<file path="src/hw/rtl/cmwc_random_generator_macros.svh">
// Assertion macros shared by the generator RTL.
// Both macros sample on the rising clock edge and are disabled while reset is low.
`ifndef CMWC_RANDOM_GENERATOR_MACROS_SVH
`define CMWC_RANDOM_GENERATOR_MACROS_SVH
`ifndef SYNTH
// The condition must hold at every clock edge.
`define CMWC_ASSERT(lbl, clk, rst_n, cond, msg) \
  lbl: assert property (@(posedge clk) disable iff (!rst_n) (cond)) else $error(msg);
// When the antecedent holds, the consequent must hold at the following clock edge.
`define CMWC_ASSERT_NEXT(lbl, clk, rst_n, ante, cons, msg) \
  lbl: assert property (@(posedge clk) disable iff (!rst_n) (ante) |=> (cons)) else $error(msg);
`else
`define CMWC_ASSERT(lbl, clk, rst_n, cond, msg)
`define CMWC_ASSERT_NEXT(lbl, clk, rst_n, ante, cons, msg)
`endif
`endif

</file>
<file path="src/hw/rtl/cmwc_pkg.sv">
package cmwc_pkg;

  // Field widths of the channels.
  localparam int ACTION_W = 2;
  localparam int INDEX_W  = 12;
  localparam int WORD_W   = 32;

  // Action codes on the input channel.
  localparam logic [ACTION_W-1:0] ACT_LOAD_WORD  = 2'd0;
  localparam logic [ACTION_W-1:0] ACT_LOAD_CARRY = 2'd1;
  localparam logic [ACTION_W-1:0] ACT_GENERATE   = 2'd2;

  // Status codes on the result channel.
  localparam logic STATUS_OK           = 1'b0;
  localparam logic STATUS_CARRY_REJECT = 1'b1;

  // Generator constants.
  localparam logic [14:0]       CMWC_MULT   = 15'd18782;
  localparam logic [WORD_W-1:0] CMWC_R      = 32'hffff_fffe;
  localparam logic [WORD_W-1:0] CARRY_LIMIT = 32'd809430660;
  localparam logic [WORD_W-1:0] CARRY_RESET = 32'd362436;

  // Decoded operation handed from the front end to the execute side.
  typedef enum logic [1:0] {
    OP_LOAD_WORD,
    OP_LOAD_CARRY,
    OP_GENERATE,
    OP_NONE
  } op_t;

  // One classified transaction as it sits in the queue.
  typedef struct packed {
    op_t                op;
    logic               idx_ok;
    logic               carry_bad;
    logic [INDEX_W-1:0] index;
    logic [WORD_W-1:0]  value;
  } item_t;

  // Execute side sequencer states.
  typedef enum logic [1:0] {
    ST_IDLE,
    ST_MUL,
    ST_FIN
  } back_state_t;

endpackage

</file>
<file path="src/hw/rtl/cmwc_ifs.sv">
// Request channel: one action with its index and value per transaction.
interface cmwc_in_if;
  logic                              valid;
  logic                              ready;
  logic [cmwc_pkg::ACTION_W-1:0]     action;
  logic [cmwc_pkg::INDEX_W-1:0]      table_index;
  logic [cmwc_pkg::WORD_W-1:0]       load_value;

  modport source (output valid, output action, output table_index, output load_value,
                  input ready);
  modport sink   (input valid, input action, input table_index, input load_value,
                  output ready);
endinterface


</file>
<file path="src/hw/rtl/cmwc_front.sv">
module cmwc_front #(
  parameter int TABLE_DEPTH = 4096
) (
  cmwc_in_if.sink          in_if,
  input  logic             q_full,
  output logic             push,
  output cmwc_pkg::item_t  push_item
);

  logic [31:0] idx_ext;

  // Accept whenever the queue has room.
  assign in_if.ready = !q_full;
  assign push        = in_if.valid && !q_full;

  assign idx_ext = {{(32 - cmwc_pkg::INDEX_W){1'b0}}, in_if.table_index};

  // Classify the action and precompute the range checks.
  always_comb begin
    unique case (in_if.action)
      cmwc_pkg::ACT_LOAD_WORD:  push_item.op = cmwc_pkg::OP_LOAD_WORD;
      cmwc_pkg::ACT_LOAD_CARRY: push_item.op = cmwc_pkg::OP_LOAD_CARRY;
      cmwc_pkg::ACT_GENERATE:   push_item.op = cmwc_pkg::OP_GENERATE;
      default:                  push_item.op = cmwc_pkg::OP_NONE;
    endcase
    push_item.idx_ok    = (idx_ext < 32'(TABLE_DEPTH));
    push_item.carry_bad = (in_if.load_value >= cmwc_pkg::CARRY_LIMIT);
    push_item.index     = in_if.table_index;
    push_item.value     = in_if.load_value;
  end

endmodule

</file>
<file path="src/flat_wrapper.sv">
// flat-port wrapper written by rule: the top's interface ports become plain ports
module cmwc_front_flat 
#(
  parameter int TABLE_DEPTH = 4096
)
  (q_full, push, push_item, in_if_valid, in_if_action, in_if_table_index, in_if_load_value, in_if_ready);
  cmwc_in_if in_if_i ();
  input  logic q_full;
  output logic push;
  output cmwc_pkg::item_t push_item;
  input wire logic [$bits(in_if_i.valid)-1:0] in_if_valid;
  input wire logic [$bits(in_if_i.action)-1:0] in_if_action;
  input wire logic [$bits(in_if_i.table_index)-1:0] in_if_table_index;
  input wire logic [$bits(in_if_i.load_value)-1:0] in_if_load_value;
  output wire logic [$bits(in_if_i.ready)-1:0] in_if_ready;
  assign in_if_i.valid = in_if_valid;
  assign in_if_i.action = in_if_action;
  assign in_if_i.table_index = in_if_table_index;
  assign in_if_i.load_value = in_if_load_value;
  assign in_if_ready = in_if_i.ready;
  cmwc_front #(.TABLE_DEPTH(TABLE_DEPTH)) u_core (.in_if(in_if_i), .q_full(q_full), .push(push), .push_item(push_item));
endmodule
</file>
<file path="config.mk">
export PLATFORM = sky130hd
export DESIGN_NAME = cmwc_front_flat
export DESIGN_NICKNAME = d
export VERILOG_FILES = /design/src/hw/rtl/cmwc_random_generator_macros.svh /design/src/hw/rtl/cmwc_pkg.sv /design/src/hw/rtl/cmwc_ifs.sv /design/src/hw/rtl/cmwc_front.sv /design/src/flat_wrapper.sv
export SDC_FILE = /design/constraint.sdc
export NUM_CORES = 1
export LEC_CHECK = 0
export ABC_AREA = 0
export BUFFER_PORTS_ARGS = -buffer_cell sky130_fd_sc_hd__buf_2
export CAP_MARGIN = 20
export CORE_MARGIN = 2
export CORE_UTILIZATION = 25
export DETAILED_ROUTE_END_ITERATION = 8
export PLACE_DENSITY = 0.91
export SYNTH_ARGS = -nofsm -noshare
export SYNTH_HDL_FRONTEND = slang
export SYNTH_SLANG_ARGS = --single-unit
</file>
<file path="constraint.sdc">
create_clock -name vclk -period 2.9
set_clock_uncertainty 0.1 [all_clocks]
set_input_delay 0.58 -clock vclk [all_inputs]
set_output_delay 0.58 -clock vclk [all_outputs]
set_load 0.01 [all_outputs]
</file>
# Word level (Yosys, flattened, before mapping)
# Index checks and enable logic that the tools add are counted.
# totals
elab_cells	8
ff_bits	0
out_inout_bits	50
# op_classes
eq_ne	2
order_cmp	2
mux	1
n_reduce_logical	3
# op_table
operator	n
32-bit by 30-bit greater-or-equal comparator with 1-bit output, second input constant	1
12-bit by 13-bit less-than comparator with 1-bit output, second input constant	1
2-bit one-hot mux with 3 select lines	1
2-bit by 1-bit equality test with 1-bit output, second input constant	1
2-bit equality test, second input constant	1
2-bit zero test	1
1-bit logical AND	1
1-bit zero test	1

# Logic depth before layout (Yosys ltp)
# Gate-level depths: netlist of run 1.
# logic_depth
ltp_word	2
mapped_depth	4

# Least setup slack after synthesis of run 1
# OpenSTA, ideal clock, no wires.
# synth_path
path_kind	in2out
start	input port in_if_load_value[6]
end	output port push_item[44] (netlist bit)
arrival_time_ns	1.767
path_stages	4
path_slack_ns	0.453
cell_sequence	or4_4 > o211ai_2 > a2111oi_0 > or4_1
# synth_rtl
item	line	source
from (decl)	flat_wrapper.sv:14	input wire logic [$bits(in_if_i.load_value)-1:0] in_if_load_value;
to (decl)	flat_wrapper.sv:10	output cmwc_pkg::item_t push_item;

==> results of run 1 <==
[where the power goes]
group	switching [W]	total, W	internal, W	leakage, nW
Clock	0	0	0	0
Combinational	0.0000344	0.0000690	0.0000345	0.293
Sequential	0	0	0	0
Total	0.0000344	0.0000690	0.0000345	0.293
[cells by family (layout without fill, tap and decap cells)]
logic type             count (synthesis)  in the layout  share of synthesized area
other                                  1              1                    0.00801
AO/OA/AOI/OAI                          4              4                     0.0695
buffers and inverters                 48             66                      0.746
AND/OR/NAND/NOR                       13             13                      0.176
[through the flow]
step | util | area [um2] | instances | setup slack [ns]
final | 0.275 | 479 | 109 | 0.223
after global routing | 0.275 | 479 | 109 | 0.160
after CTS | 0.275 | 479 | 109 | 0.204
after detailed placement | 0.275 | 479 | 109 | 0.210
after global placement | 0.275 | 479 | 109 | 0.212
after floorplan | - | 468 | 66 | 0.453
[layer usage]
metal / routed length, um / vias to the layer above / track usage
li1: - / 206 / -
met1: 344 / 176 / 0.0854
met2: 554 / 39 / 0.151
met3: 163 / 2 / 0.0115
met4: 5 / 0 / 0.0167
met5: 0 / - / 0
[layout make-up]
cell class | count | area (um2)
Fill cell | 207 | 1270
Timing Repair Buffer | 65 | 325
Multi-Input combinational cell | 18 | 119
Tap cell | 25 | 31.3
Inverter | 1 | 3.75
[synthesized netlist by cell type]
cell type,number
nor2b_1,1
and4_1,1
a21oi_1,1
or4_1,2
or4_4,1
and3_1,1
nand3_1,1
buf_4,45
conb_1,1
nor4_1,1
a2111oi_0,1
nand2_1,3
nor2_1,1
a31oi_1,1
inv_1,1
clkbuf_1,2
nand4b_1,1
o211ai_2,1
[final timing paths]
kind	to	from	cells past startpoint
max	push_item[44]	in_if_load_value[6]	6
min	push_item[34]	in_if_table_index[2]	0
[worst max-delay path: stages]
cell and delay, ns:
buf_2 0.10, or4_4 0.52, o211ai_2 0.14, a2111oi_0 0.10, or4_1 0.39, buf_2 0.15
==> flow_metrics.env, run 1 <==
export IMPL_drv_cap=0
export IMPL_mostFrequentLayoutCells="buf_2 (65), nand2_1 (3), or4_1 (2)"
export IMPL_gp_congestion=0.686
export IMPL_crit_required_ns=2.22
export IMPL_seq_cells=0
export IMPL_power_density_mw_per_mm2=144
export IMPL_drt_pass1_iterations=2
export IMPL_postCtsResizedCells=0
export IMPL_setup_viol=0
export IMPL_hold_slack_ns=1.06
export IMPL_ios=98
export IMPL_ys_warn_count=0
export IMPL_clock_fmax_ghz=0.374
export IMPL_synth_top_area_cell="buf_4"
export IMPL_port_buffers=65
export IMPL_rsz0062_at_grt="no"
export IMPL_grt_pass1_vias=320
export IMPL_worstPathMaxFanout=2
export IMPL_cts_setup_buffers=0
export IMPL_ctsHoldBuffers=0
export IMPL_critical_path_class="primary input to primary output"
export IMPL_syn2layout_area_growth_pct=2.41
export IMPL_wire_per_inst_um=9.79
export IMPL_synth_top_area_share=0.722
export IMPL_fp_row_count=15
export IMPL_register_area_um2=0
export IMPL_clock_buffer_count=0
export IMPL_ir_drop_uv=42.5
export IMPL_setup_tns_ns=0
export IMPL_synth_cell_type_count=18
export IMPL_p_leak_nw=0.293
export IMPL_synth_area_leaders="buf_4 (72%), or4_1 (3.2%), o211ai_2 (2.7%), nand2_1 (2.4%), or4_4 (2.4%)"
export IMPL_final_common_cell="buf_2"
export IMPL_critPathCaptureType="primary output"
export IMPL_crit_path_start_kind="primary input"
export IMPL_avgSynthCellArea_um2=7.09
export IMPL_grt_ovfl_total=0
export IMPL_vias_per_cell=3.88
export IMPL_track_usage=0.0772
export IMPL_antenna_found_initial=0
export IMPL_fp_dieH_um=47.3
export IMPL_dieWidth_um=47.3
export IMPL_status="finished clean"
export IMPL_grt_pass1_wl_mm=1.28
export IMPL_postRouteAntennaNets=0
export IMPL_min_period_ns=2.68
export IMPL_layout_drive_gt1_share=0.798
export IMPL_grt_max_degree=4
export IMPL_nets=134
export IMPL_num_vias=423
export IMPL_drt_wl_total_mm=1.07
export IMPL_syn_num_nets=114
export IMPL_slew_viol_final=0
export IMPL_hp_class="primary input to primary output"
export IMPL_crit_arrival_ns=2.00
export IMPL_min_period_over_period=0.923
export IMPL_drt_iter0_drc=1
export IMPL_die_area_mm2=0.00223
export IMPL_synth_seq_area_share=0
export IMPL_core_mm2=0.00175
export IMPL_hold_viol_final=0
export IMPL_total_power_w=0.0000690
export IMPL_synthCells=66
export IMPL_place_hpwl_mm=1.02
export IMPL_antenna_cells=0
export IMPL_initial_core_util=0.268
export IMPL_syn_cell_area_um2=468
export IMPL_route_detailed_drc=0
Note: power is estimated with default switching activity, not from simulation.
==> run 2, diff against run 1 <==
- clock period: 2.9 -> 3.1 ns (I/O delays scaled with it)
==> run 2 against run 1 <==
Against the previous run: die area did not move; cell area is the same; highest routed layer unchanged; first-iteration DRC count down 100%; wire length grew 3.6%.
==> flow_metrics.env, run 2 (synthesis results as in run 1) <==
export IMPL_path_buf_inv=2
export IMPL_cts_setup_buffers=0
export IMPL_dieWidth_um=47.3
export IMPL_combPwrFrac=1.000
export IMPL_fin_util=0.275
export IMPL_swShare=0.502
export IMPL_rsz0062_at_grt="no"
export IMPL_vias_per_cell=3.97
export IMPL_status="finished clean"
export IMPL_worstPathMaxFanout=2
export IMPL_drt_iter0_drc=0
export IMPL_nets=134
export IMPL_met1_usage=0.0787
export IMPL_min_period_over_period=0.884
export IMPL_mostFrequentLayoutCells="buf_2 (65), nand2_1 (3), or4_1 (2)"
export IMPL_slew_viol_final=0
export IMPL_ir_drop_uv=40.4
export IMPL_antenna_found_initial=0
export IMPL_route_detailed_drc=0
export IMPL_seq_cells=0
export IMPL_num_vias=433
export IMPL_crit_path_max_incr_delay_ns=0.52
export IMPL_grt_max_degree=4
export IMPL_fillers=200
export IMPL_cp_top_family="simple AND/OR/NAND/NOR gates"
export IMPL_layout_drive_gt1_share=0.798
export IMPL_slowest_stage="or4_4"
export IMPL_path_cells="buf_2, or4_4, o211ai_2, a2111oi_0, or4_1, buf_2"
export IMPL_clock_buffer_count=0
export IMPL_drt_wl_total_mm=1.11
export IMPL_setup_tns_ns=0
export IMPL_use_met3=0.00769
export IMPL_drt_pass1_iterations=1
export IMPL_fp_dieH_um=47.3
export IMPL_fp_row_count=15
export IMPL_drv_cap=0
export IMPL_power_density_mw_per_mm2=135
export IMPL_core_mm2=0.00175
export IMPL_power_internal_w=0.0000323
export IMPL_antenna_cells=0
export IMPL_register_area_um2=0
export IMPL_p_seq_frac=0
export IMPL_place_hpwl_mm=1.06
export IMPL_setup_viol=0
export IMPL_postRouteAntennaNets=0
export IMPL_met2_usage=0.165
export IMPL_gp_congestion=0.687
export IMPL_port_buffers=65
export IMPL_multi_input_area_um2=119
export IMPL_crit_path_start_kind="primary input"
export IMPL_ios=98
export IMPL_ctsHoldBuffers=0
export IMPL_hp_class="primary input to primary output"
export IMPL_final_common_cell="buf_2"
export IMPL_grt_pass1_wl_mm=1.29
export IMPL_postCtsResizedCells=0
export IMPL_min_period_ns=2.74
export IMPL_grt_pass1_vias=339
export IMPL_clock_fmax_ghz=0.365
export IMPL_grt_ovfl_total=0
export IMPL_p_leak_nw=0.293
export IMPL_initial_core_util=0.268
export IMPL_crit_top_cell="buf_2"
export IMPL_critPathCaptureType="primary output"
export IMPL_track_usage=0.0780
export IMPL_power_frac_clock=0
export IMPL_p_switching_w=0.0000325
export IMPL_syn2layout_area_growth_pct=2.41
export IMPL_hold_slack_ns=1.14
export IMPL_crit_required_ns=2.38
export IMPL_die_area_mm2=0.00223
export IMPL_hold_viol_final=0
export IMPL_top_usage_layer="met2"
export IMPL_critical_path_class="primary input to primary output"
export IMPL_crit_arrival_ns=2.02
export IMPL_wire_per_inst_um=10.1
[run 2: cell counts in the layout (fill, tap and decap cells not counted)]
Identical to the previous run, type by type.
[run 2: cell type report]
| cell class | instances | share of cell area |
|---|---|---|
| repair buffers | 65 | 0.679 |
| multi-input cells | 18 | 0.248 |
| well taps | 25 | 0.0653 |
| inverters | 1 | 0.00783 |
[run 2: power by group through the flow]
stage                     combinational [W]  clock, W  sequential (W)
after floorplan                   0.0000681         0               0
after global placement            0.0000643         0               0
after detailed placement          0.0000656         0               0
after CTS                         0.0000657         0               0
after global routing              0.0000717         0               0
final                             0.0000648         0               0
[run 2: path summary, 6_finish.rpt]
| check | startpoint | to | slack [ns] | depth (start not counted) |
|---|---|---|---|---|
| max | in_if_load_value[6] | push_item[44] | 0.36 | 6 |
| min | in_if_table_index[2] | push_item[34] | 1.14 | 0 |
[run 2: through the flow]
stage          setup WS, ns  power [W]  cells  instance area (um2)
5_1_grt               0.290  0.0000717    109                  479
6_report              0.358  0.0000648    109                  479
3_3_place_gp          0.332  0.0000643    109                  479
4_1_cts               0.338  0.0000657    109                  479
3_5_place_dp          0.338  0.0000656    109                  479
2_1_floorplan         0.573  0.0000681     66                  468
[run 2: metal layers]
| layer | up-vias | share of wire |
|---|---|---|
| met1 | 184 | 0.32 |
| li1 | 208 | - |
| met5 | - | 0 |
| met2 | 39 | 0.54 |
| met3 | 2 | 0.13 |
| met4 | 0 | 0.0045 |
