`src/hw/rtl/cmwc_random_generator_macros.svh`:
```
// Assertion macros shared by the generator RTL.
// Both macros sample on the rising clock edge and are disabled while reset is low.
`ifndef CMWC_RANDOM_GENERATOR_MACROS_SVH
`define CMWC_RANDOM_GENERATOR_MACROS_SVH
`ifndef SYNTH
// The condition must hold at every clock edge.
`define CMWC_ASSERT(lbl, clk, rst_n, cond, msg) \
  lbl: assert property (@(posedge clk) disable iff (!rst_n) (cond)) else $error(msg);
// When the antecedent holds, the consequent must hold at the following clock edge.
`define CMWC_ASSERT_NEXT(lbl, clk, rst_n, ante, cons, msg) \
  lbl: assert property (@(posedge clk) disable iff (!rst_n) (ante) |=> (cons)) else $error(msg);
`else
`define CMWC_ASSERT(lbl, clk, rst_n, cond, msg)
`define CMWC_ASSERT_NEXT(lbl, clk, rst_n, ante, cons, msg)
`endif
`endif

```
`src/hw/rtl/cmwc_pkg.sv`:
```
package cmwc_pkg;

  // Field widths of the channels.
  localparam int ACTION_W = 2;
  localparam int INDEX_W  = 12;
  localparam int WORD_W   = 32;

  // Action codes on the input channel.
  localparam logic [ACTION_W-1:0] ACT_LOAD_WORD  = 2'd0;
  localparam logic [ACTION_W-1:0] ACT_LOAD_CARRY = 2'd1;
  localparam logic [ACTION_W-1:0] ACT_GENERATE   = 2'd2;

  // Status codes on the result channel.
  localparam logic STATUS_OK           = 1'b0;
  localparam logic STATUS_CARRY_REJECT = 1'b1;

  // Generator constants.
  localparam logic [14:0]       CMWC_MULT   = 15'd18782;
  localparam logic [WORD_W-1:0] CMWC_R      = 32'hffff_fffe;
  localparam logic [WORD_W-1:0] CARRY_LIMIT = 32'd809430660;
  localparam logic [WORD_W-1:0] CARRY_RESET = 32'd362436;

  // Decoded operation handed from the front end to the execute side.
  typedef enum logic [1:0] {
    OP_LOAD_WORD,
    OP_LOAD_CARRY,
    OP_GENERATE,
    OP_NONE
  } op_t;

  // One classified transaction as it sits in the queue.
  typedef struct packed {
    op_t                op;
    logic               idx_ok;
    logic               carry_bad;
    logic [INDEX_W-1:0] index;
    logic [WORD_W-1:0]  value;
  } item_t;

  // Execute side sequencer states.
  typedef enum logic [1:0] {
    ST_IDLE,
    ST_MUL,
    ST_FIN
  } back_state_t;

endpackage

```
`src/hw/rtl/cmwc_queue.sv`:
```
`include "cmwc_random_generator_macros.svh"

module cmwc_queue (
  input  logic             clk,
  input  logic             rst_n,
  input  logic             push,
  input  cmwc_pkg::item_t  push_item,
  output logic             full,
  input  logic             pop,
  output logic             q_valid,
  output cmwc_pkg::item_t  q_item
);

  cmwc_pkg::item_t entries_r [2];
  logic       wr_ptr_r, wr_ptr_nxt;
  logic       rd_ptr_r, rd_ptr_nxt;
  logic [1:0] cnt_r, cnt_nxt;
  logic       pop_fire;

  assign full     = (cnt_r == 2'd2);
  assign q_valid  = (cnt_r != 2'd0);
  assign q_item   = entries_r[rd_ptr_r];
  assign pop_fire = pop && q_valid;

  // Pointer and occupancy update.
  always_comb begin
    wr_ptr_nxt = push ? !wr_ptr_r : wr_ptr_r;
    rd_ptr_nxt = pop_fire ? !rd_ptr_r : rd_ptr_r;
    cnt_nxt    = cnt_r;
    if (push && !pop_fire) begin
      cnt_nxt = cnt_r + 2'd1;
    end else if (!push && pop_fire) begin
      cnt_nxt = cnt_r - 2'd1;
    end
  end

  always_ff @(posedge clk) begin
    if (!rst_n) begin
      wr_ptr_r <= 1'b0;
      rd_ptr_r <= 1'b0;
      cnt_r    <= 2'd0;
    end else begin
      wr_ptr_r <= wr_ptr_nxt;
      rd_ptr_r <= rd_ptr_nxt;
      cnt_r    <= cnt_nxt;
    end
  end

  // Entry storage needs no reset.
  always_ff @(posedge clk) begin
    if (push) begin
      entries_r[wr_ptr_r] <= push_item;
    end
  end

  `CMWC_ASSERT(a_cnt_max, clk, rst_n, cnt_r <= 2'd2, "queue count exceeds depth")
  `CMWC_ASSERT_NEXT(a_cnt_up, clk, rst_n, push && !pop_fire, cnt_r == $past(cnt_r) + 2'd1, "queue count missed a push")
  `CMWC_ASSERT_NEXT(a_cnt_down, clk, rst_n, pop_fire && !push, cnt_r == $past(cnt_r) - 2'd1, "queue count missed a pop")

endmodule

```
`config.mk`:
```
export PLATFORM = sky130hd
export DESIGN_NAME = cmwc_queue
export DESIGN_NICKNAME = d
export VERILOG_FILES = /design/src/hw/rtl/cmwc_pkg.sv /design/src/hw/rtl/cmwc_queue.sv
export VERILOG_INCLUDE_DIRS = /design/src /design/src/hw/rtl
export SDC_FILE = /design/constraint.sdc
export NUM_CORES = 1
export LEC_CHECK = 0
export ABC_AREA = 1
export BUFFER_PORTS_ARGS = -buffer_cell sky130_fd_sc_hd__buf_4
export CAP_MARGIN = 30
export CORE_UTILIZATION = 26
export CTS_BUF_LIST = sky130_fd_sc_hd__clkbuf_16
export DETAILED_ROUTE_END_ITERATION = 12
export GPL_ROUTABILITY_DRIVEN = 0
export PLACE_DENSITY_LB_ADDON = 0.3
export SYNTH_ARGS = -nofsm -noshare
export SYNTH_HDL_FRONTEND = slang
export SYNTH_SLANG_ARGS = --single-unit
```
`constraint.sdc`:
```
create_clock -name clk -period 3.9 [get_ports clk]
set_input_delay 0.39 -clock clk [delete_from_list [all_inputs] [get_ports clk]]
set_output_delay 0.39 -clock clk [all_outputs]
set_load 0.03 [all_outputs]
```
* Word level (Yosys, flattened, before mapping)
Memories as Yosys holds them, arrays and structs flattened. A register that Yosys moved wholly into a read port is not among the register bits.
Index checks and enable logic that the tools add are counted.
** Word-level totals
- Flip-flop bits (word level) :: 4
- Memory bits (writable) :: 96
- Input port bits :: 52
- Word-level logic and storage cells :: 22
- Memories kept :: 1
** Memory list
- entries_r :: depth 2, bits a word 48, read ports 1, clocked after memory_dff 1, write ports 1, line cmwc_queue.sv:14 : cmwc_pkg::item_t entries_r [2];
** Operators by class
- Add/sub/neg operators :: 2
- Equality and inequality tests :: 1
- Mux-type cells :: 6
- Reductions and logical operators :: 9
** Operators by type and width (number)
- $logic_not 1->1 :: 4
- $mux 1 :: 4
- $mux 2 :: 2
- $reduce_bool 2->1 :: 2
- $logic_and 1x1->1 :: 3
- $add 2x1->2 const B :: 1
- $eq 2x2->1 const B :: 1
- $sub 2x1->2 const B :: 1

* Logic depth before layout (Yosys ltp)
Gate-level depths: netlist (run 1).
- Word-level depth :: 5
- Depth in mapped cells :: 9
- Depth with buffers taken out :: 9

* Least setup slack after synthesis (run 1)
OpenSTA, ideal clock, no wires.
- Kind :: input -> register
- From :: input port push
- To :: memory entries_r[0][0] (netlist bit), enable pin
- Library setup time :: 0.455 ns
- Arrival time :: 2.447 ns
- Required time :: 3.445 ns
- Path slack :: 0.999 ns
- Cell stages on the path :: 2
- Path buffers :: 0
- Path through :: inv_1 > nor2_1
** Between the ends
- Longest elaborated chain between the ends :: 2
** RTL lines
- from (decl) :: line cmwc_queue.sv:6 : input logic push,
- $mux 1 :: line cmwc_queue.sv:51 : if (push) begin
- $mux 1 (implied by the code) :: line cmwc_queue.sv:52 : entries_r[wr_ptr_r] <= push_item;
- to (decl) :: line cmwc_queue.sv:14
Every way passes these cells.

==> flow_metrics.env, run 1 <==
export IMPL_status="completed"
export IMPL_r2r_start="wr_ptr_r"
export IMPL_p_seq_frac=0.481
export IMPL_yosysSeqAreaShare=0.790
export IMPL_crit_chain="buf_4 -> mux2_2 -> buf_4"
export IMPL_ir_drop_v=0.000231
export IMPL_whs_path_depth=1
export IMPL_drcViolationCount=0
export IMPL_crit_family="flip-flops"
export IMPL_ctsHtreeMaxLevel=3
export IMPL_power_switching_mw=0.651
export IMPL_instances_no_fill=480
export IMPL_slew_violations=0
export IMPL_synth_common_cells="edfxtp_1 (96), mux2_2 (28), mux2_4 (20)"
export IMPL_hpwlAfterDp_um=4500
export IMPL_cap_violations=0
export IMPL_ys_ff_latch=101
export IMPL_critPathLaunchType="flip-flop"
export IMPL_r2r_end="entries_r[0][7]"
export IMPL_grt_max_degree=26
export IMPL_grt_pass1_vias=2030
export IMPL_finalClockSkew_ps=6.37
export IMPL_utilization=0.361
export IMPL_tritoncts="done"
export IMPL_drtAntennaViolNets=0
export IMPL_worst_pin_slew_ps=786
export IMPL_reg2regPathDepth=2
export IMPL_firstDrtPassIters=4
export IMPL_p_comb_frac=0.181
export IMPL_syn_area_per_cell_um2=20.4
export IMPL_cts_root_buf="clkbuf_16"
export IMPL_synth_top_area_frac=0.763
export IMPL_finalHoldViolCount=0
export IMPL_post_route_cells_drive_above_1_share=0.563
export IMPL_leakagePower_nw=1.95
export IMPL_track_usage=0.0928
export IMPL_insertion_delay_ps=340
export IMPL_period_share=0.655
export IMPL_fp_dieH_um=123
export IMPL_synth_cell_types=15
export IMPL_crit_top_cell="buf_4"
export IMPL_synthFlopType="edfxtp_1"
export IMPL_initial_utilization=0.269
export IMPL_synth_warnings=0
export IMPL_synthesis_nets=238
export IMPL_synth_area_leaders="edfxtp_1 (76%), mux2_2 (8.3%), mux2_4 (7.9%), dfxtp_1 (2.6%), nand2_1 (0.89%)"
export IMPL_cts_sinks=101
export IMPL_worst_ep_required_time_ps=3510
export IMPL_powerDensity_nw_per_um2=529
export IMPL_yosysTopAreaCell="edfxtp_1"
export IMPL_layout_nets=348
export IMPL_r2r_slack_ps=2120
export IMPL_min_delay_path_class="primary input to flip-flop"
export IMPL_hp_start="push_item[10]"
export IMPL_wl_per_cell_um=13.6
export IMPL_die_area_um2=15000
export IMPL_swShare=0.243
export IMPL_min_to="entries_r[0][10]"
export IMPL_tns_ps=0
export IMPL_rsz0062_at_grt="no"
export IMPL_finalWirelength_um=6550
export IMPL_grt_overflow=0
export IMPL_core_um2=14000
export IMPL_critPathMaxFanout=25
export IMPL_crit_buf_inv=2
export IMPL_worstSetupPathType="flip-flop to primary output"
export IMPL_hold_buffers=0
export IMPL_ioPinCount=102
export IMPL_setup_viol=0
export IMPL_numPortBuffers=101
export IMPL_vias_per_cell=4.02
export IMPL_synth_cells=185
export IMPL_drtIter0Drc=68
export IMPL_clk_pin_slew_ps=60
export IMPL_arrival_ps=2160
export IMPL_synth_edf_count=96
export IMPL_vias=1928
export IMPL_max_freq_mhz=392
export IMPL_power_internal_mw=2.03
export IMPL_cts_buffer_depth=2
export IMPL_antenna_found_initial=0
export IMPL_postCtsSetupBuffers=0
export IMPL_clkPwrFrac=0.338
export IMPL_fin_crit_ps=2550
export IMPL_syn_area_um2=3780
export IMPL_die_width_um=123
export IMPL_cts_buffers=9
export IMPL_relSlewSlack=0.475
export IMPL_grt_pass1_wl_um=9900
export IMPL_synth_async_reset_ratio=0
export IMPL_cp_end_kind="primary output"
export IMPL_slowest_stage="dfxtp_2"
export IMPL_diodes=0
export IMPL_yosysMostFrequentCell="edfxtp_1"
export IMPL_area_growth_syn_to_layout_pct=34.2
export IMPL_max_stage_delay_ps=720
export IMPL_rows=43
export IMPL_place_inst=464
export IMPL_post_cts_resized=0
[registers in the layout, summed over array words and instances, names as in the netlist, named ones only]
signal and flops:
rd_ptr_r 1, cnt_r 2, entries_r 96, wr_ptr_r 1
[final cells by class]
class | instances | area, um2
Tap cell | 180 | 225
Sequential cell | 101 | 2980
Fill cell | 1315 | 8970
Clock inverter | 7 | 82.6
Inverter | 8 | 30.0
Clock buffer | 9 | 225
Multi-Input combinational cell | 71 | 728
Timing Repair Buffer | 104 | 793
[worst reg2reg max path: stages (launching register included)]
cell,delay [ps]
dfxtp_1,340
nor2_4,630
buf_4,460
[how the worst max path moves through the flow]
stage | from | end | slack, ps | depth (start not counted)
2_1_floorplan | push | entries_r[0][0] | 1000 | 2
3_3_place_gp | flip-flop | q_item[7] | 1660 | 3
3_5_place_dp | flip-flop | q_item[40] | 1650 | 3
4_1_cts | flip-flop | q_item[40] | 1270 | 3
5_1_grt | flip-flop | q_item[40] | 1200 | 3
6_report | flip-flop | q_item[40] | 1350 | 3
[per-stage QoR]
step | setup WS (ps) | hold WS, ps | total power, mW | instance area, um2
CTS | 1270 | 212 | 2.72 | 5070
detailed placement | 1650 | 496 | 1.80 | 4760
finish | 1350 | 232 | 2.68 | 5070
floorplan | 999 | 467 | 1.62 | 3780
global placement | 1660 | 483 | 1.80 | 4740
global route | 1200 | 207 | 2.79 | 5070
[metal layers]
layer | vias up | share of wire | track usage
li1 | 921 | - | -
met1 | 934 | 0.40 | 0.0982
met2 | 64 | 0.50 | 0.157
met3 | 9 | 0.074 | 0.0423
met4 | 0 | 0.017 | 0.0434
met5 | - | 0 | 0
[placed cells by master, fill, tap and decap left out]
master	n
buf_4	103
dfxtp_2	1
nor2_1	7
a21oi_1	1
o21a_1	1
inv_1	9
buf_12	1
mux2_4	20
mux2_2	28
nand3_1	1
dfxtp_1	4
clkinv_2	3
bufinv_16	2
nand4_1	1
nor2_4	1
ha_1	1
nand2_1	9
o21ai_0	1
inv_2	1
edfxtp_1	96
clkbuf_16	9
[power groups by stage]
| stage | Clock (mW) | Sequential (mW) | Combinational [mW] |
|---|---|---|---|
| final | 0.907 | 1.29 | 0.484 |
| after global routing | 0.978 | 1.30 | 0.517 |
| after CTS | 0.940 | 1.29 | 0.492 |
| after detailed placement | 0 | 1.31 | 0.490 |
| after global placement | 0 | 1.31 | 0.483 |
| after floorplan | 0 | 1.29 | 0.330 |
[kinds of logic after synthesis]
kind of cell             count (synthesis)  synth area share
AO/OA/AOI/OAI                            3           0.00464
adder cells (fa/ha/maj)                  1           0.00331
buffers and inverters                   13            0.0195
flip-flops                             101             0.790
multiplexers                            48             0.163
AND/OR/NAND/NOR                         19            0.0199
Note: power is estimated with default switching activity, not from simulation.
==> inputs of run 2 (changes only) <==
==> constraint.sdc (replaced) <==
create_clock -name clk -period 2.3 [get_ports clk]
set_input_delay 0.23 -clock clk [delete_from_list [all_inputs] [get_ports clk]]
set_output_delay 0.23 -clock clk [all_outputs]
set_load 0.03 [all_outputs]
==> flow_metrics.env, run 2 (synthesis results as in run 1) <==
export IMPL_status="completed"
export IMPL_hpwlAfterDp_um=4660
export IMPL_worst_ep_required_time_ps=2070
export IMPL_fin_ws_ps=396
export IMPL_reg2regPathDepth=3
export IMPL_rows=43
export IMPL_cp_end_kind="primary output"
export IMPL_drtAntennaViolNets=0
export IMPL_finalWirelength_um=6930
export IMPL_cts_buffers=9
export IMPL_postCtsSetupBuffers=0
export IMPL_power_internal_mw=3.23
export IMPL_whs_path_depth=1
export IMPL_numPortBuffers=101
export IMPL_track_usage=0.0978
export IMPL_clkPwrFrac=0.299
export IMPL_finalClockSkew_ps=3.81
export IMPL_top_regs="entries_r x96, cnt_r x2"
export IMPL_cts_buffer_depth=2
export IMPL_final_area_um2=5060
export IMPL_leakagePower_nw=1.94
export IMPL_wl_per_cell_um=14.4
export IMPL_rsz0062_at_grt="no"
export IMPL_diodes=0
export IMPL_regMostFlops="entries_r"
export IMPL_initial_utilization=0.269
export IMPL_met3_usage=0.0414
export IMPL_grt_pass1_wl_um=10500
export IMPL_fp_dieH_um=123
export IMPL_ctsHtreeMaxLevel=3
export IMPL_core_um2=14000
export IMPL_layout_nets=350
export IMPL_die_width_um=123
export IMPL_swShare=0.254
export IMPL_drtIter0Drc=61
export IMPL_postPlaceCellArea_um2=4810
export IMPL_slew_violations=0
export IMPL_grt_max_degree=41
export IMPL_layout_common_cells="buf_4 (102), edfxtp_1 (96), mux2_2 (28)"
export IMPL_fin_hold_ws_ps=75.1
export IMPL_grt_pass1_vias=2075
export IMPL_fin_crit_ps=1900
export IMPL_final_common_cell="buf_4"
export IMPL_powerDensity_nw_per_um2=855
export IMPL_post_cts_resized=0
export IMPL_worst_pin_slew_ps=485
export IMPL_use_met1=0.105
export IMPL_antenna_found_initial=0
export IMPL_instances_no_fill=481
export IMPL_setup_viol=0
export IMPL_critPathMaxFanout=11
export IMPL_utilization=0.361
export IMPL_max_freq_mhz=525
export IMPL_relSlewSlack=0.676
export IMPL_pre_cts_ws_ps=719
export IMPL_die_area_um2=15000
export IMPL_tns_ps=0
export IMPL_vias_per_cell=4.12
export IMPL_clk_pin_slew_ps=60
export IMPL_period_share=0.828
export IMPL_area_growth_syn_to_layout_pct=34.0
export IMPL_largest_reg_flops=96
export IMPL_post_route_cells_drive_above_1_share=0.555
export IMPL_drcViolationCount=0
export IMPL_met2_usage=0.166
export IMPL_p_seq_frac=0.502
export IMPL_grt_overflow=0
export IMPL_fillerInstances=1343
export IMPL_ioPinCount=102
export IMPL_min_delay_path_class="primary input to flip-flop"
export IMPL_cts_root_buf="clkbuf_16"
export IMPL_place_inst=466
export IMPL_cts_sinks=101
export IMPL_power_mw=4.33
export IMPL_vias=1983
export IMPL_insertion_delay_ps=330
export IMPL_ir_drop_v=0.000393
export IMPL_tritoncts="done"
export IMPL_cap_violations=0
export IMPL_worstSetupPathType="flip-flop to primary output"
export IMPL_p_comb_frac=0.200
export IMPL_critPathLaunchType="flip-flop"
export IMPL_arrival_ps=1670
export IMPL_firstDrtPassIters=4
export IMPL_finalHoldViolCount=0
export IMPL_power_switching_mw=1.10
export IMPL_top_usage_layer="met2"
export IMPL_hold_buffers=0
[run 2: final timing paths]
path / slack, ps / from / end
min reg2reg: 530 / rd_ptr_r / rd_ptr_r
max reg2reg: 810 / wr_ptr_r / entries_r[1][15]
max: 400 / flip-flop / q_item[4]
min: 80 / push_item[2] / entries_r[1][2]
[run 2: cell type report]
type	instances	area [um2]	area share
well taps	180	225	0.0445
repair buffers	106	846	0.167
clock inverters	6	23.8	0.00470
clock buffers	9	225	0.0445
multi-input cells	71	728	0.144
inverters	8	30.0	0.00593
flip-flops and latches	101	2980	0.589
[run 2: layer usage]
layer / wire (um) / vias up
met5: 0 / -
met4: 74 / 0
met3: 385 / 6
met2: 3530 / 62
met1: 2940 / 985
li1: - / 930
[run 2: power by group through the flow]
| stage | registers, mW | logic, mW | clock network, mW |
|---|---|---|---|
| floorplan | 2.19 | 0.560 | 0 |
| global placement | 2.21 | 0.869 | 0 |
| detailed placement | 2.21 | 0.881 | 0 |
| CTS | 2.17 | 0.883 | 1.35 |
| global route | 2.18 | 0.926 | 1.41 |
| finish | 2.17 | 0.865 | 1.29 |
[run 2: worst max-delay path, stage by stage, from the launching register on]
cell and delay, ps:
dfxtp_2 520, buf_4 280, mux2_2 360, buf_4 170
==> inputs of run 3 (changes only) <==
==> constraint.sdc (replaced) <==
create_clock -name clk -period 1.7 [get_ports clk]
set_input_delay 0.17 -clock clk [delete_from_list [all_inputs] [get_ports clk]]
set_output_delay 0.17 -clock clk [all_outputs]
set_load 0.03 [all_outputs]
==> flow_metrics.env, run 3 (synthesis results as in run 1) <==
export IMPL_status="completed"
export IMPL_cts_buffer_depth=2
export IMPL_track_usage=0.0955
export IMPL_grt_overflow=0
export IMPL_wl_per_cell_um=13.2
export IMPL_final_common_cell="buf_4"
export IMPL_instances_no_fill=523
export IMPL_place_inst=467
export IMPL_drtAntennaViolNets=0
export IMPL_arrival_ps=1470
export IMPL_setup_viol=0
export IMPL_largest_reg_flops=96
export IMPL_core_um2=14000
export IMPL_ir_drop_v=0.000461
export IMPL_post_cts_resized=0
export IMPL_worstSetupPathType="flip-flop to primary output"
export IMPL_vias=2096
export IMPL_r2r_slack_ps=420
export IMPL_cts_sinks=101
export IMPL_initial_utilization=0.269
export IMPL_finalHoldViolCount=0
export IMPL_drtIter0Drc=117
export IMPL_leakagePower_nw=2.11
export IMPL_numPortBuffers=101
export IMPL_insertion_delay_ps=340
export IMPL_grt_max_degree=28
export IMPL_tritoncts="done"
export IMPL_drcViolationCount=0
export IMPL_fp_dieH_um=123
export IMPL_cap_violations=0
export IMPL_worst_ep_required_time_ps=1530
export IMPL_die_width_um=123
export IMPL_regMostFlops="entries_r"
export IMPL_min_delay_path_class="primary input to flip-flop"
export IMPL_critPathLaunchType="flip-flop"
export IMPL_cp_end_kind="primary output"
export IMPL_layout_nets=392
export IMPL_finalWirelength_um=6900
export IMPL_relSlewSlack=0.753
export IMPL_worst_pin_slew_ps=370
export IMPL_antenna_found_initial=0
export IMPL_max_freq_mhz=610
export IMPL_diodes=0
export IMPL_ctsHtreeMaxLevel=3
export IMPL_fin_crit_ps=1640
export IMPL_slew_violations=0
export IMPL_finalClockSkew_ps=4.58
export IMPL_power_mw=5.92
export IMPL_area_growth_syn_to_layout_pct=44.9
export IMPL_cts_root_buf="clkbuf_16"
export IMPL_firstDrtPassIters=4
export IMPL_cts_buffers=9
export IMPL_hpwlAfterDp_um=4390
export IMPL_grt_pass1_vias=2105
export IMPL_tns_ps=0
export IMPL_layout_common_cells="buf_4 (104), edfxtp_1 (96), dlygate4sd3_1 (41)"
export IMPL_rsz0062_at_grt="no"
export IMPL_grt_pass1_wl_um=10400
export IMPL_utilization=0.390
export IMPL_top_regs="entries_r x96, cnt_r x2"
export IMPL_vias_per_cell=4.01
export IMPL_ioPinCount=102
export IMPL_post_route_cells_drive_above_1_share=0.493
export IMPL_rows=43
export IMPL_period_share=0.964
export IMPL_clk_pin_slew_ps=60
export IMPL_die_area_um2=15000
export IMPL_powerDensity_nw_per_um2=1080
export IMPL_critPathMaxFanout=23
## run 3: changes by cell type in the layout (fill, tap and decap cells not counted), sizes merged
| cell | previous run | this run |
|---|---|---|
| clkinv | 4 | 3 |
| dlygate4sd3 | 0 | 41 |
| clkinvlp | 0 | 1 |
| buf | 106 | 107 |
## run 3: layer usage
metal	vias up	part of all wire	GRT usage
li1	1010	-	-
met1	1014	0.44	0.110
met2	63	0.49	0.152
met3	9	0.057	0.0428
met4	0	0.017	0.0434
met5	-	0	0
## run 3: worst paths after layout
check | from | endpoint | cells after the start
worst max-delay path | flip-flop | q_item[41] | 3
worst min-delay path | push_item[41] | entries_r[1][41] | 1
worst max register to register | cnt_r[1] | cnt_r[1] | 8
worst min register to register | rd_ptr_r | flip-flop | 2
## run 3: worst max-delay path, cell delays in order, from the launching register on
cell and delay [ps]:
dfxtp_2 370, buf_12 200, mux2_2 370, buf_4 170
## run 3: what timing repair did
action                    CTS  global route
buffers inserted            0             0
hold buffers               16            25
hold endpoints to repair   31            50
## run 3: area by class of cell
type | instances | area [um2]
inverters | 8 | 33.8
clock inverters | 6 | 25.0
fillers | 1337 | 8570
clock buffers | 9 | 225
repair buffers | 148 | 1250
multi-input cells | 71 | 728
flip-flops and latches | 101 | 2980
well taps | 180 | 225
## run 3: power by group
part           leakage [nW]  internal, mW  switching, mW  total [mW]
clock network         0.136         0.956          0.793        1.75
registers             0.943          2.88         0.0434        2.93
logic                  1.03         0.589          0.658        1.25
total                  2.11          4.43           1.49        5.92
## run 3: metrics by stage
stage | instance area, um2 | hold WS, ps | setup WS (ps)
floorplan | 3790 | 269 | 181
global placement | 4810 | 356 | 417
detailed placement | 4810 | 358 | 403
CTS | 5220 | 0.262 | 24.0
global route | 5470 | 0.666 | 7.76
finish | 5470 | 22.0 | 61.9
